===== config.mk =====
export PLATFORM = sky130hd
export DESIGN_NAME = phat_out
export DESIGN_NICKNAME = d
export VERILOG_FILES = /design/src/design/phat_cross_spectrum_bin_assert.svh /design/src/design/phat_pkg.sv /design/src/design/phat_out.sv
export SDC_FILE = /design/constraint.sdc
export NUM_CORES = 2
export LEC_CHECK = 0
export CAP_MARGIN = 15
export CELL_PAD_IN_SITES_DETAIL_PLACEMENT = 1
export CELL_PAD_IN_SITES_GLOBAL_PLACEMENT = 1
export CORE_MARGIN = 2
export CORE_UTILIZATION = 48
export DETAILED_ROUTE_END_ITERATION = 16
export DONT_BUFFER_PORTS = 1
export GPL_TIMING_DRIVEN = 0
export PLACE_DENSITY = 0.79
export SLEW_MARGIN = 25
export SYNTH_ARGS = -nofsm -noshare
export SYNTH_HDL_FRONTEND = slang
export SYNTH_SLANG_ARGS = --single-unit

===== constraint.sdc =====
create_clock -name clk -period 7.7 [get_ports clk]
set_input_delay 1.155 -clock clk [delete_from_list [all_inputs] [get_ports clk]]
set_output_delay 1.155 -clock clk [all_outputs]
set_load 0.02 [all_outputs]

===== src/design/phat_cross_spectrum_bin_assert.svh =====
// assertion macros for the phat cross spectrum block
`ifndef PHAT_CROSS_SPECTRUM_BIN_ASSERT_SVH
`define PHAT_CROSS_SPECTRUM_BIN_ASSERT_SVH
`ifndef SYNTHESIS
`define PHAT_ASSERT_NOW(label, ante, cons) \
  label: assert property (@(posedge clk) disable iff (!rst_n) (ante) |-> (cons)) \
    else $error("phat check failed");
`define PHAT_ASSERT_NEXT(label, ante, cons) \
  label: assert property (@(posedge clk) disable iff (!rst_n) (ante) |=> (cons)) \
    else $error("phat check failed");
`else
`define PHAT_ASSERT_NOW(label, ante, cons)
`define PHAT_ASSERT_NEXT(label, ante, cons)
`endif
`endif


===== src/design/phat_pkg.sv =====
// shared types, widths and helpers of the phat cross spectrum block
package phat_pkg;

  localparam int FFT_SIZE   = 4096;
  localparam int BIN_W      = 12;
  localparam int DATA_W     = 24;
  localparam int WEIGHT_W   = 16;
  localparam int PROD_W     = 2 * DATA_W;
  localparam int SUM_W      = PROD_W + 1;
  localparam int MAG_W      = PROD_W;
  localparam int NORM_W     = 30;
  localparam int UNIT_SHIFT = 20;
  localparam int SQ_PAD_W   = 64;
  localparam int ROOT_Q_W   = SQ_PAD_W / 2;
  localparam int ROOT_REM_W = ROOT_Q_W + 4;
  localparam int ROOT_W     = 31;
  localparam int QUO_W      = UNIT_SHIFT + 1;
  localparam int NUM_W      = NORM_W + UNIT_SHIFT + 1;
  localparam int DIV_PER    = 3;
  localparam int WPROD_W    = QUO_W + WEIGHT_W;
  localparam int WMAG_W     = WPROD_W + 1 - 12;
  localparam int CFG_IDX_W  = 8;
  localparam int CFG_DATA_W = 12;

  localparam logic [BIN_W-1:0] LOW_CUT_RST  = 12'd96;
  localparam logic [BIN_W-1:0] HIGH_CUT_RST = 12'd1280;
  localparam logic [BIN_W-1:0] NUM_BINS_RST = BIN_W'((FFT_SIZE / 2 + 1) % 4096);
  localparam logic signed [DATA_W-1:0] UNIT_ONE = 24'sh100000;

  typedef enum logic [CFG_IDX_W-1:0] {
    REG_MODE     = 8'd0,
    REG_LOW_CUT  = 8'd1,
    REG_HIGH_CUT = 8'd2,
    REG_NUM_BINS = 8'd3
  } cfg_reg_t;

  typedef enum logic {
    MODE_MASKED   = 1'b0,
    MODE_WEIGHTED = 1'b1
  } mode_t;

  typedef struct packed {
    logic [BIN_W-1:0]    bin;
    logic [WEIGHT_W-1:0] weight;
    mode_t               mode;
    logic                neg_re;
    logic                neg_im;
    logic                zero;
  } side_t;

  typedef struct packed {
    logic [MAG_W-1:0] re;
    logic [MAG_W-1:0] im;
  } mag_pair_t;

  function automatic logic bin_masked(logic [BIN_W-1:0] i, logic [BIN_W-1:0] lc,
                                      logic [BIN_W-1:0] hc, logic [BIN_W-1:0] n);
    logic signed [BIN_W+1:0] si, slc, shc, sn;
    si  = $signed({2'b00, i});
    slc = $signed({2'b00, lc});
    shc = $signed({2'b00, hc});
    sn  = $signed({2'b00, n});
    return (si < slc) || (si > sn - slc) || ((si > shc) && (si < sn - shc));
  endfunction

endpackage


===== src/design/phat_out.sv =====
// weighting, rounding, sign and saturation, ending in the output register
module phat_out import phat_pkg::*; (
  input  logic                     clk,
  input  logic                     rst_n,
  input  logic                     in_valid,
  output logic                     in_ready,
  input  side_t                    in_side,
  input  logic [QUO_W-1:0]         in_u_re,
  input  logic [QUO_W-1:0]         in_u_im,
  output logic                     out_valid,
  input  logic                     out_ready,
  output logic [BIN_W-1:0]         out_bin,
  output logic signed [DATA_W-1:0] out_re,
  output logic signed [DATA_W-1:0] out_im
);

  localparam int NS = 2;
  localparam logic [WMAG_W-1:0] POS_MAX = WMAG_W'(8388607);
  localparam logic [WMAG_W-1:0] NEG_MAX = WMAG_W'(8388608);

  logic [NS-1:0] v_r, v_nxt;
  logic [NS:0]   en;

  side_t                    sd0_r;
  logic [WPROD_W-1:0]       wr_r, wi_r;
  logic [QUO_W-1:0]         ur_r, ui_r;
  logic [BIN_W-1:0]         bin_r;
  logic signed [DATA_W-1:0] re_r, im_r, re_nxt, im_nxt;
  logic [WMAG_W-1:0]        mr, mi;

  function automatic logic signed [DATA_W-1:0] finish(logic [WMAG_W-1:0] mag, logic neg,
                                                      logic zero);
    logic signed [DATA_W-1:0] v;
    if (zero)                v = '0;
    else if (neg && mag > NEG_MAX)  v = {1'b1, {(DATA_W-1){1'b0}}};
    else if (neg)            v = DATA_W'(WMAG_W'(0) - mag);
    else if (mag > POS_MAX)  v = {1'b0, {(DATA_W-1){1'b1}}};
    else                     v = DATA_W'(mag);
    return v;
  endfunction

  always_comb begin
    en[NS] = out_ready;
    for (int s = NS - 1; s >= 0; s--) en[s] = !v_r[s] || en[s+1];
  end

  always_comb begin
    v_nxt = v_r;
    if (en[0]) v_nxt[0] = in_valid;
    for (int s = 1; s < NS; s++) if (en[s]) v_nxt[s] = v_r[s-1];
  end

  always_ff @(posedge clk) begin
    if (!rst_n) v_r <= '0;
    else        v_r <= v_nxt;
  end

  // q4.12 weight, rounded half up on the magnitude
  always_comb begin
    if (sd0_r.mode == MODE_WEIGHTED) begin
      mr = WMAG_W'(((WPROD_W + 1)'(wr_r) + (WPROD_W + 1)'(2048)) >> 12);
      mi = WMAG_W'(((WPROD_W + 1)'(wi_r) + (WPROD_W + 1)'(2048)) >> 12);
    end else begin
      mr = WMAG_W'(ur_r);
      mi = WMAG_W'(ui_r);
    end
    re_nxt = finish(mr, sd0_r.neg_re, sd0_r.zero);
    im_nxt = finish(mi, sd0_r.neg_im, sd0_r.zero);
  end

  always_ff @(posedge clk) begin
    if (en[0]) begin
      sd0_r <= in_side;
      ur_r  <= in_u_re;
      ui_r  <= in_u_im;
      wr_r  <= WPROD_W'(in_u_re) * WPROD_W'(in_side.weight);
      wi_r  <= WPROD_W'(in_u_im) * WPROD_W'(in_side.weight);
    end
    if (en[1]) begin
      bin_r <= sd0_r.bin;
      re_r  <= re_nxt;
      im_r  <= im_nxt;
    end
  end

  assign in_ready  = en[0];
  assign out_valid = v_r[NS-1];
  assign out_bin   = bin_r;
  assign out_re    = re_r;
  assign out_im    = im_r;

endmodule

---- Yosys cells after proc, flatten, opt, wreduce, memory -nomap -nowiden ----
Cells that the tools add are included.
word-level totals
  flip-flop bits (word level) ............. 194
  bits of input ports ..................... 78
  output and inout port bits .............. 62
  word-level logic and storage cells ...... 42
operators by class
  $add $sub $neg .......................... 4
  $mul .................................... 2
  order comparisons ....................... 4
  muxes and demuxes ....................... 8
  reductions and logical operators ........ 8
operators by type and width
  kind                      count
  $mux W24                  6
  $add A37 B12 Y38 const B  2
  $mul A21 B16 Y37          2
  $gt A26 B23 Y1 const B    2
  $gt A26 B24 Y1 const B    2
  $mux W26                  2
  $sub A1 B24 Y24 const A   2
  $reduce_or A2 Y1          2
  $logic_and A1 B1 Y1       2
  $logic_not A1 Y1          2
  $logic_or A1 B1 Y1        2

---- Longest topological paths before layout ----
  depth in word-level cells ............... 6
  gate-level depth with buffers ........... 24
  depth with buffers taken out ............ 23

---- Worst setup path before layout ----
No wires, ideal clock.
  path type ............................... input port to flip-flop
  start point ............................. input in_side[13] in the netlist's numbering
  end point ............................... register wr_r[35] (data pin)
  setup time .............................. 258 ps
  arrival time ............................ 7113 ps
  slack ................................... 329 ps
  stages on the path ...................... 24
  path buffers ............................ 2
  cells stage by stage .................... clkbuf_1 clkbuf_1 nand2_1 fa_1 inv_1 fa_1 inv_1 fa_1 inv_1 fa_1 inv_1 fa_1 inv_1 fa_1 ha_1 o21ai_0 o21ai_0 a221oi_1 o2bb2ai_1 a311o_1 a21oi_1 o211ai_1 a21oi_1 xnor2_1
on the way
  cells in the longest elaborated chain, start to end .. 1
ends and longest elaborated chain
  item                  line            RTL
  from (decl)           phat_out.sv:7   input side_t in_side,
  $mul A21 B16 Y37      phat_out.sv:76  wr_r <= WPROD_W'(in_u_re) * WPROD_W'(in_side.weight);
  to (signal assigned)  phat_out.sv:76
  to (decl)             phat_out.sv:25  logic [WPROD_W-1:0] wr_r, wi_r;
Every way passes these cells.
A chain may end at the register's enable or synchronous reset.

---- Worst setup path in the final report ----
  start point ............................. input in_side[14] in the netlist's numbering
  end point ............................... register wr_r[35] (data pin)
Same word-level chain as after synthesis.

==> impl_results.md <==
* Dominant synthesized flop cell: edfxtp_1
* VDD IR-drop max at 0.000467 V
* H-tree levels at 4
* Maximum number of pins on one net before global-route repair at 54
* Post-synth ARST share at 0
* Placed instance area at 0.0308 sq mm
* Antenna-violating nets left at 0
* FMAX at 0.134 GHz
* Clock Root Buffer: clkbuf_16
* Critical Path RT at 7.91 ns
* Slew HR at 0.311
* Post-Syn Instances at 3157
* Synth top area cells: fa_1, edfxtp_1, ha_1
* Final hold vios at 0
* Row Count at 91
* Seq. cell area at 0.00514 sq mm
* Die width at 253 microns
* Leakage dissipation at 14.9 nW
* Top-area cell type share of the netlist area at 0.354
* Port bufs at 0
* Number of flops mapped to enable cells by yosys at 170
* Register area share after synthesis at 0.173
* Most common cell in the netlist: inv_1
* Antenna violations before repair at 9
* Final setup vio count at 0
* Layout cells sized above 1 at 0.0514
* Clock sink count at 172
* DRT Pass-1 Iters at 5
* Fin nets at 4001
* Initial core utilization at 0.483
* Post-Syn Area at 0.0297 sq mm
* Worst-Skew Late Latency at 0.47 ns
* Iter 0 DRT Violations at 1549
* Worst Tran Pin Value at 1.03 ns
* Unique cell type count in the Yosys netlist at 82
* Final HPWL DP at 78000 microns
* Worst Path Max Fanout at 10
* Fillcell total at 6970
* Power density cells at 497 mW/mm^2
* CTS tree: built
* Arrival @ worst endpoint at 7.69 ns
* Count of max-cap constraint violations at 0
* Placed cell count at 3950
* Yosys warning total at 0
* Worst-path clk slew at 0.07 ns
* CTS buffer count at 17
* Startpoint Class: input pin
* CTS max path bufs at 2
* DRC Markers at 0
* Total GRT Usage at 0.308
* Remaining Overflow, GRT at 0
* Syn nets at 3979
* Worst Clk Skew at 0.0128 ns
* Core ar. at 0.0615 sq mm
* Vias/cell at 5.74
* Area grow syn2layout at 5.96%
* Total Wirelength at 95200 microns
* Routability Congestion at 0.907
* Crit. End Element: flop
* Min Tclk post-route at 7.48 ns
* DIE HEIGHT at 253 microns
* Vias in the first global route at 25.5k
* Final Cycle Share at 0.971
* Post CTS Setup Buffer Count at 0
* Die area at 0.0639 sq mm
* Register bit total from synthesis at 172
* Via count at 22.9k
* Largest area contributor in the netlist: fa_1
* Mean Syn Cell Area at 9.42 sq um
* Multi-input logic area at 0.0215 sq mm
* Status: complete, no violations
* First-pass GRT wire length at 147000 microns
* Pins over their slew limit at 0
* WS Path Type: input pin to flop
* Synth cell count leaders: inv_1, fa_1, nand2_1, and2_1, ha_1
* Layout Cells excl Fill at 3985
* Final instance area at 0.0315 sq mm
* Worst hold path type: flop to flop
* Drt wl/cell at 23.9 microns
* Ports at 140
* CTS Hold Buffers Added at 0
[cell usage in the layout (no fill, tap or decap), types with 12 or more instances in the layout]
cell type / instances
a21oi_1: 66
buf_2: 15
nor3_1: 25
ha_1: 218
nor4_1: 12
a221oi_2: 14
a211oi_1: 17
xnor2_1: 77
clkbuf_16: 17
and2_1: 278
edfxtp_1: 170
a21o_1: 13
nand2_1: 442
o21a_1: 14
nor2_1: 122
nand3_1: 36
o21ai_0: 31
inv_1: 664
clkbuf_2: 33
fa_1: 526
clkbuf_1: 88
a31oi_1: 20
nor2b_1: 13
xor2_1: 35
and3_1: 13
nand4_1: 26
[repair_timing]
| item | CTS | global route |
|---|---|---|
| endpoints found under the setup margin | 21 | 13 |
| gates resized for setup | 27 | 57 |
| endpoints found under the hold margin | 0 | 0 |
[worst paths after layout]
kind	startpoint	cells past startpoint	end	slack (ns)
min	sd0_r[26]	0	out_bin[6]	0.42
max	in_side[14]	21	wr_r[35]	0.22
max reg2reg	sd0_r[3]	17	out_im[11]	1.52
min reg2reg	sd0_r[26]	0	out_bin[6]	0.42
[layout make-up]
cell class                 count  share of cell area
multi-input combinational   2167               0.682
sequential                   172               0.163
inverter                     665              0.0793
tap                          790              0.0314
buffer                       153              0.0222
clock buffer                  20              0.0142
clock inverter                12             0.00449
timing repair buffer           3             0.00238
antenna                        3            0.000238
[layer usage]
layer  wire [microns]  GRT usage  up-vias
met5               13          0        -
met4             3630      0.115        2
met3             7240     0.0499      171
met2            45700      0.511      831
met1            38600      0.406    12000
li1                 -          -     9837
[worst max-delay path: stages]
cell	delay, ns
clkbuf_1	0.52
nand2_1	0.19
fa_1	0.58
inv_1	0.06
fa_1	0.55
fa_1	0.46
fa_1	0.52
fa_1	0.58
inv_1	0.07
fa_1	0.53
inv_1	0.04
ha_1	0.35
and3_1	0.22
a221oi_1	0.42
nand2b_1	0.17
nand3b_1	0.10
a311o_1	0.39
a21oi_2	0.24
o211ai_1	0.19
a21oi_1	0.22
xnor2_1	0.13
[flip-flops by register name (all words and copies together) (netlist names)]
register,cells
wi_r,26
wr_r,26
out_im,24
out_re,24
ui_r,21
ur_r,21
sd0_r,16
out_bin,12
v_r,2
[through the flow]
step	total power, mW	TNS [ns]	setup WS [ns]	hold WS, ns	util
after floorplan	11.4	0	0.329	0.400	-
after global placement	13.8	-15.28	-1.15	0.407	0.500
after detailed placement	14.5	-20.69	-1.30	0.407	0.501
after CTS	15.6	0	0.00377	0.423	0.511
after global routing	17.4	-0.0367	-0.0266	0.437	0.512
final	15.7	0	0.221	0.423	0.512
[power breakdown]
group | internal [mW] | switching [mW] | total (mW)
Sequential | 1.95 | 0.321 | 2.27
Combinational | 5.22 | 7.28 | 12.5
Clock | 0.490 | 0.400 | 0.890
[kinds of logic (layout without fill, tap and decap cells)]
group | count (synthesis) | count (layout) | share of synthesized area
multiplexers | 15 | 15 | 0.00522
other | 0 | 3 | 0
flip-flops | 172 | 172 | 0.173
XOR/XNOR | 112 | 112 | 0.0330
AND/OR/NAND/NOR | 1038 | 1038 | 0.173
AO/OA/AOI/OAI | 258 | 258 | 0.0644
adder cells (fa/ha/maj) | 744 | 744 | 0.446
buffers and inverters | 818 | 853 | 0.105
No activity file was read; power rests on OpenSTA's default activity.
