[src/design/phat_cross_spectrum_bin_assert.svh]
// assertion macros for the phat cross spectrum block
`ifndef PHAT_CROSS_SPECTRUM_BIN_ASSERT_SVH
`define PHAT_CROSS_SPECTRUM_BIN_ASSERT_SVH
`ifndef SYNTHESIS
`define PHAT_ASSERT_NOW(label, ante, cons) \
  label: assert property (@(posedge clk) disable iff (!rst_n) (ante) |-> (cons)) \
    else $error("phat check failed");
`define PHAT_ASSERT_NEXT(label, ante, cons) \
  label: assert property (@(posedge clk) disable iff (!rst_n) (ante) |=> (cons)) \
    else $error("phat check failed");
`else
`define PHAT_ASSERT_NOW(label, ante, cons)
`define PHAT_ASSERT_NEXT(label, ante, cons)
`endif
`endif

[src/design/phat_pkg.sv]
// shared types, widths and helpers of the phat cross spectrum block
package phat_pkg;

  localparam int FFT_SIZE   = 4096;
  localparam int BIN_W      = 12;
  localparam int DATA_W     = 24;
  localparam int WEIGHT_W   = 16;
  localparam int PROD_W     = 2 * DATA_W;
  localparam int SUM_W      = PROD_W + 1;
  localparam int MAG_W      = PROD_W;
  localparam int NORM_W     = 30;
  localparam int UNIT_SHIFT = 20;
  localparam int SQ_PAD_W   = 64;
  localparam int ROOT_Q_W   = SQ_PAD_W / 2;
  localparam int ROOT_REM_W = ROOT_Q_W + 4;
  localparam int ROOT_W     = 31;
  localparam int QUO_W      = UNIT_SHIFT + 1;
  localparam int NUM_W      = NORM_W + UNIT_SHIFT + 1;
  localparam int DIV_PER    = 3;
  localparam int WPROD_W    = QUO_W + WEIGHT_W;
  localparam int WMAG_W     = WPROD_W + 1 - 12;
  localparam int CFG_IDX_W  = 8;
  localparam int CFG_DATA_W = 12;

  localparam logic [BIN_W-1:0] LOW_CUT_RST  = 12'd96;
  localparam logic [BIN_W-1:0] HIGH_CUT_RST = 12'd1280;
  localparam logic [BIN_W-1:0] NUM_BINS_RST = BIN_W'((FFT_SIZE / 2 + 1) % 4096);
  localparam logic signed [DATA_W-1:0] UNIT_ONE = 24'sh100000;

  typedef enum logic [CFG_IDX_W-1:0] {
    REG_MODE     = 8'd0,
    REG_LOW_CUT  = 8'd1,
    REG_HIGH_CUT = 8'd2,
    REG_NUM_BINS = 8'd3
  } cfg_reg_t;

  typedef enum logic {
    MODE_MASKED   = 1'b0,
    MODE_WEIGHTED = 1'b1
  } mode_t;

  typedef struct packed {
    logic [BIN_W-1:0]    bin;
    logic [WEIGHT_W-1:0] weight;
    mode_t               mode;
    logic                neg_re;
    logic                neg_im;
    logic                zero;
  } side_t;

  typedef struct packed {
    logic [MAG_W-1:0] re;
    logic [MAG_W-1:0] im;
  } mag_pair_t;

  function automatic logic bin_masked(logic [BIN_W-1:0] i, logic [BIN_W-1:0] lc,
                                      logic [BIN_W-1:0] hc, logic [BIN_W-1:0] n);
    logic signed [BIN_W+1:0] si, slc, shc, sn;
    si  = $signed({2'b00, i});
    slc = $signed({2'b00, lc});
    shc = $signed({2'b00, hc});
    sn  = $signed({2'b00, n});
    return (si < slc) || (si > sn - slc) || ((si > shc) && (si < sn - shc));
  endfunction

endpackage

[src/design/phat_div.sv]
// rounded unit parts by two pipelined restoring dividers
module phat_div import phat_pkg::*; (
  input  logic              clk,
  input  logic              rst_n,
  input  logic              in_valid,
  output logic              in_ready,
  input  side_t             in_side,
  input  logic [NORM_W-1:0] in_re,
  input  logic [NORM_W-1:0] in_im,
  input  logic [ROOT_W-1:0] in_root,
  output logic              out_valid,
  input  logic              out_ready,
  output side_t             out_side,
  output logic [QUO_W-1:0]  out_u_re,
  output logic [QUO_W-1:0]  out_u_im
);

  localparam int DS = QUO_W / DIV_PER;
  localparam int NS = DS + 1;

  typedef struct packed {
    logic [QUO_W-1:0]  low;
    logic [ROOT_W-1:0] rem;
    logic [QUO_W-1:0]  q;
  } quo_t;

  logic [NS-1:0] v_r, v_nxt;
  logic [NS:0]   en;

  side_t             sd_r [NS];
  logic [ROOT_W-1:0] m_r  [NS];
  quo_t              qr_r [NS];
  quo_t              qi_r [NS];
  quo_t              qr_nxt [NS];
  quo_t              qi_nxt [NS];
  logic [NUM_W-1:0]  nr, ni;

  function automatic quo_t div_step(quo_t t, logic [ROOT_W-1:0] m);
    quo_t r;
    logic [ROOT_W:0] rn;
    rn    = {t.rem, t.low[QUO_W-1]};
    r.low = t.low << 1;
    if (rn >= {1'b0, m}) begin
      r.rem = ROOT_W'(rn - {1'b0, m});
      r.q   = {t.q[QUO_W-2:0], 1'b1};
    end else begin
      r.rem = rn[ROOT_W-1:0];
      r.q   = {t.q[QUO_W-2:0], 1'b0};
    end
    return r;
  endfunction

  function automatic quo_t div_group(quo_t t, logic [ROOT_W-1:0] m);
    quo_t r;
    r = t;
    for (int k = 0; k < DIV_PER; k++) r = div_step(r, m);
    return r;
  endfunction

  always_comb begin
    en[NS] = out_ready;
    for (int s = NS - 1; s >= 0; s--) en[s] = !v_r[s] || en[s+1];
  end

  always_comb begin
    v_nxt = v_r;
    if (en[0]) v_nxt[0] = in_valid;
    for (int s = 1; s < NS; s++) if (en[s]) v_nxt[s] = v_r[s-1];
  end

  always_ff @(posedge clk) begin
    if (!rst_n) v_r <= '0;
    else        v_r <= v_nxt;
  end

  // half the divisor added in for round to nearest
  assign nr = {1'b0, in_re, UNIT_SHIFT'(0)} + NUM_W'(in_root >> 1);
  assign ni = {1'b0, in_im, UNIT_SHIFT'(0)} + NUM_W'(in_root >> 1);

  always_comb begin
    qr_nxt[0] = '{low: nr[QUO_W-1:0], rem: ROOT_W'(nr[NUM_W-1:QUO_W]), q: '0};
    qi_nxt[0] = '{low: ni[QUO_W-1:0], rem: ROOT_W'(ni[NUM_W-1:QUO_W]), q: '0};
    for (int s = 1; s < NS; s++) begin
      qr_nxt[s] = div_group(qr_r[s-1], m_r[s-1]);
      qi_nxt[s] = div_group(qi_r[s-1], m_r[s-1]);
    end
  end

  always_ff @(posedge clk) begin
    if (en[0]) begin
      sd_r[0] <= in_side;
      m_r[0]  <= in_root;
    end
    for (int s = 1; s < NS; s++) begin
      if (en[s]) begin
        sd_r[s] <= sd_r[s-1];
        m_r[s]  <= m_r[s-1];
      end
    end
    for (int s = 0; s < NS; s++) begin
      if (en[s]) begin
        qr_r[s] <= qr_nxt[s];
        qi_r[s] <= qi_nxt[s];
      end
    end
  end

  assign in_ready  = en[0];
  assign out_valid = v_r[NS-1];
  assign out_side  = sd_r[NS-1];
  assign out_u_re  = qr_r[NS-1].q;
  assign out_u_im  = qi_r[NS-1].q;

endmodule

[config.mk]
export PLATFORM = sky130hd
export DESIGN_NAME = phat_div
export DESIGN_NICKNAME = d
export VERILOG_FILES = /design/src/design/phat_cross_spectrum_bin_assert.svh /design/src/design/phat_pkg.sv /design/src/design/phat_div.sv
export SDC_FILE = /design/constraint.sdc
export NUM_CORES = 2
export LEC_CHECK = 0
export BUFFER_PORTS_ARGS = -buffer_cell sky130_fd_sc_hd__buf_2
export CAP_MARGIN = 5
export CORE_AREA = 8 8 503 505
export CTS_CLUSTER_SIZE = 14
export DETAILED_ROUTE_END_ITERATION = 10
export DIE_AREA = 0 0 511 513
export GPL_ROUTABILITY_DRIVEN = 0
export GPL_TIMING_DRIVEN = 0
export RECOVER_POWER = 50
export SETUP_SLACK_MARGIN = 0.02
export SYNTH_ARGS = -nofsm -noshare
export SYNTH_HDL_FRONTEND = slang
export SYNTH_SLANG_ARGS = --single-unit
[constraint.sdc]
create_clock -name clk -period 9.4 [get_ports clk]
set_input_delay 1.88 -clock clk [delete_from_list [all_inputs] [get_ports clk]]
set_output_delay 1.88 -clock clk [all_outputs]
set_load 0.005 [all_outputs]
* Word-level counts from Yosys, hierarchy flattened *
Memories as Yosys holds them, arrays and structs flattened.
Index checks and enable logic that the tools add are counted.

word-level totals
  memories = 4
  RAM bits = 1,672
  register bits = 8
  output and inout port bits = 76
  logic and storage cells = 172

operators by class
  $add $sub $neg = 44
  multiplexer cells = 58
  order comparisons = 42
  reduce and logical (&&, ||, !) cells = 16

memory list
  name  depth  bits a word  rd ports  clocked after Yosys merged registers in  wr ports  line            text
  qi_r  8      73           8         0                                        8         phat_div.sv:33  quo_t qi_r [NS];
  qr_r  8      73           8         0                                        8         phat_div.sv:32  quo_t qr_r [NS];
  sd_r  8      32           8         0                                        8         phat_div.sv:30  side_t sd_r [NS];
  m_r   8      31           7         0                                        8         phat_div.sv:31  logic [ROOT_W-1:0] m_r [NS];

operators by type and width
  kind                                                            count
  52-bit 2-to-1 mux                                               42
  32-bit by 31-bit greater-or-equal comparator with 1-bit output  42
  31-bit subtractor                                               42
  50-bit by 30-bit adder with 51-bit output                       2
  1-bit 2-to-1 mux                                                16
  1-bit logical NOT                                               8
  1-bit logical OR                                                8

* Depth between registers and ports, before layout *
  word-level depth = 11
  depth in mapped cells = 48
  mapped depth without buffers = 41

* Worst setup path before layout *
No wires, ideal clock.

  kind = register to register
  start = memory m_r[4][1]
  end = memory qr_r[1][117] (netlist name) (data pin)
  path slack = -0.582 ns
  data arrival time = 9.722 ns
  path buffers = 6
  stages on the path, launching flop included = 42
  setup time = 0.260 ns
  cells stage by stage = edfxtp_1 > inv_1 > fa_1 > a211oi_1 > o21ai_0 > a221oi_1 > a21oi_1 > o21ai_0 > a21oi_1 > o32ai_1 > clkbuf_1 > clkbuf_1 > nor2_1 > a21oi_1 > fa_1 > nor2b_1 > o21ai_0 > a21oi_1 > (+6 left out) > buf_2 > buf_2 > buf_2 > o21ai_0 > fa_1 > nor2b_1 > o21ai_1 > a21oi_1 > o41ai_1 > o21ai_1 > a221oi_2 > nor3_1 > nor3_1 > a21oi_1 > or3_1 > nand2_1 > buf_2 > mux2_2

RTL lines
  element      line
  from (decl)  phat_div.sv:31
  to (decl)    phat_div.sv:32

==> impl_metrics.csv <==
group,metric,value,unit
clock_network,cts_max_level,3,
clock_network,hold_buffers,0,
final_layout,nFillCells,21900,
sta,worstMarginPinSlew,0.9689,ns
floorplan,dieArea,0.2621,mm²
detailed_routing,post-route-drc-count,0,
floorplan,start_util,44.71,%
setup_path,critPathTopFamily,"compound AO/OA/AOI/OAI gates",
global_routing,antenna_found_initial,19,
floorplan,die_y,513,µm
logic_synthesis,async_flop_share,0,%
clock_network,cts_made_buffers,120,
sta,max-slew-margin-rel,33.73,%
floorplan,die_w,511,µm
status,status,"complete, no violations",
setup_path,path_max_fanout,10,
clock_network,clockBufferDepth,3,
setup_path,start_kind,"register",
logic_synthesis,ys_seq_elements,1083,
clock_network,path_clk_slew,0.06,ns
sta,clock_skew,0.1224,ns
sta,period_needed,9.310,ns
sta,setup_violations,0,
setup_path,regToRegSetupSlack,0.09,ns
detailed_routing,drt_iter0_markers,9652,
logic_synthesis,ys_top_cells_by_area,"edfxtp_1, ha_1, xnor2_1, mux2_2, a21oi_1",
detailed_routing,dr.pass1.iters,9,
detailed_routing,via_count,100400,
setup_path,end_kind,"register",
setup_path,criticalPathCategory,"register to register",
floorplan,core,0.2448,mm²
floorplan,rows,182,
final_layout,syn_to_final_growth,18.84,%
global_routing,grt_pass1_wl,559.9,mm
final_layout,drive_gt1_share,20.82,%
setup_path,worst_path_largest_cell_delay,0.47,ns
logic_synthesis,post_synth_inst_count,12070,
setup_path,arrival,9.74,ns
logic_synthesis,avgSynthCellArea,9.069,µm²
clock_network,clock_latency,0.83,ns
global_routing,grt_pass1_vias,94570,
logic_synthesis,synth-main-ff-cell,"edfxtp_1",
setup_path,cp_common_cell,"buf_6",
sta,hold_ws,0.3566,ns
global_routing,grt_max_degree,116,
logic_synthesis,synth_area,0.1094,mm²
floorplan,io_pins,203,
sta,final_max_slew_viol_count,0,
global_routing,grt_usage,27.16,%
logic_synthesis,yosysWarnings,0,
sta,rsz0062_at_grt,"yes",
clock_network,cts.sinks,1083,
sta,period_share,99.04,%
run,maxCapViolCount,0,
detailed_routing,viasPerCell,6.149,
detailed_routing,wirelength,386.5,mm
logic_synthesis,synth_edf_count,1075,
setup_path,cp_slowest_cell,"edfxtp_1",
placed_design,io_buffers,202,
sta,hold_violations,0,
logic_synthesis,yosys.area.top_type_share,29.49,%
logic_synthesis,synth_seq_area_share,29.64,%
clock_network,tritoncts,"built",
setup_path,path_buf_inv,9,
setup_path,critPathRequiredTime,9.83,ns
sta,fmaxAchievable,107.4,MHz
detailed_routing,ant_nets,0,
final_layout,nets,14460,
logic_synthesis,yosysTopAreaCell,"edfxtp_1",
placed_design,dp_hpwl,289.7,mm
logic_synthesis,ys_types,108,
detailed_routing,wl_per_cell,23.68,µm
clock_network,root_buffer,"clkbuf_16",
logic_synthesis,synthesis.nets,13550,
worst_hold_path,hold_path_class,"register to register",
global_routing,grt_overflow_total,0,
==> layer usage <==
layer / part of all wire (%) / global-route usage, %
met4: 6.5 / 14.71
met5: 0.0070 / 0
met3: 7.0 / 3.913
met2: 45 / 44.78
met1: 41 / 34.44
==> kinds of logic (layout without fill, tap and decap cells) <==
kind of cell / Yosys count / after routing / synth area share [%]
AO/OA/AOI/OAI: 3839 / 3839 / 22.07
AND/OR/NAND/NOR: 3133 / 3134 / 13.68
adder cells (fa/ha/maj): 1350 / 1350 / 15.72
flip-flops: 1083 / 1083 / 29.64
XOR/XNOR: 1078 / 1078 / 8.626
buffers and inverters: 924 / 1945 / 3.529
multiplexers: 662 / 662 / 6.730
other: 0 / 12 / 0
==> state kept, by name, indices dropped and copies added, names as in the netlist <==
register and count:
m_r 217, qi_r 301, qr_r 301, sd_r 256, v_r 8
==> synthesized netlist by cell type, drive strengths merged (182+ instances only) <==
cell type / count
a21o: 550
a21oi: 1242
edfxtp: 1075
ha: 1308
inv: 611
mux2: 575
nand2: 891
nand2b: 182
nand3: 230
nor2: 842
nor3: 214
o21ai: 852
xnor2: 736
xor2: 342
==> worst register-to-register path, delay by kind of cell (launching register included) <==
family | cells | cell delay, ns
compound gates | 17 | 3.25
flops | 1 | 0.47
simple gates | 10 | 2.04
buf+inv | 9 | 1.63
fa+ha+maj | 3 | 1.04
mux | 2 | 0.53
==> timing repair <==
item / CTS / global route
cloned: 3 / 8
buffers inserted: 312 / 282
resized for setup: 829 / 748
endpoints found under the setup margin: 386 / 386
pin swaps: 147 / 273
==> worst paths after layout <==
path                         startpoint                     end  depth (start not counted)
setup reg to reg    m_r[1][8]$_DFFE_PP_  qi_r[0][196]$_DFFE_PP_                         41
hold reg to reg   sd_r[1][55]$_DFFE_PP_   sd_r[1][87]$_DFFE_PP_                          0
setup / recovery    m_r[1][8]$_DFFE_PP_  qi_r[0][196]$_DFFE_PP_                         41
hold / removal    sd_r[1][55]$_DFFE_PP_   sd_r[1][87]$_DFFE_PP_                          0
==> through the flow <==
step | std cells | TNS, ns | worst slack [ns] | util [%] | cell area [µm²]
global placement | 15490 | -1126.70 | -3.719 | 46.78 | 114500
finish | 16320 | 0 | 0.09046 | 53.13 | 130100
CTS | 16030 | -0.2913 | -0.02521 | 50.93 | 124700
detailed placement | 15500 | -1146.09 | -3.730 | 46.92 | 114900
global route | 16320 | -8.907 | -0.1589 | 53.13 | 130100
floorplan | 12070 | 0 | 0.02245 | - | 109500
==> cell usage in the layout, fill, tap and decap left out, types with 190 or more instances in the layout <==
cell type	instances
nand3_1	216
a21oi_1	1110
xnor2_1	736
o21ai_0	694
ha_1	1177
inv_1	490
mux2_2	546
nand2_1	880
buf_2	218
nor3_1	190
nor2_1	821
buf_4	657
edfxtp_1	1075
xor2_1	342
a21o_1	550
==> layout make-up <==
type                       instances  area, µm²  area share, %
tap                             3220       4029          3.097
buffer                           287       2535          1.949
antenna                           12      30.03        0.02309
clock buffer                     139       3104          2.387
sequential                      1083      32440          24.94
clock inverter                    88       1095         0.8417
timing repair buffer             818       6326          4.864
multi-input combinational      10060      77780          59.80
inverter                         613       2734          2.102
Power is not shown: default switching activity piles up to over one toggle a cycle in this logic, so the estimate is an artifact.
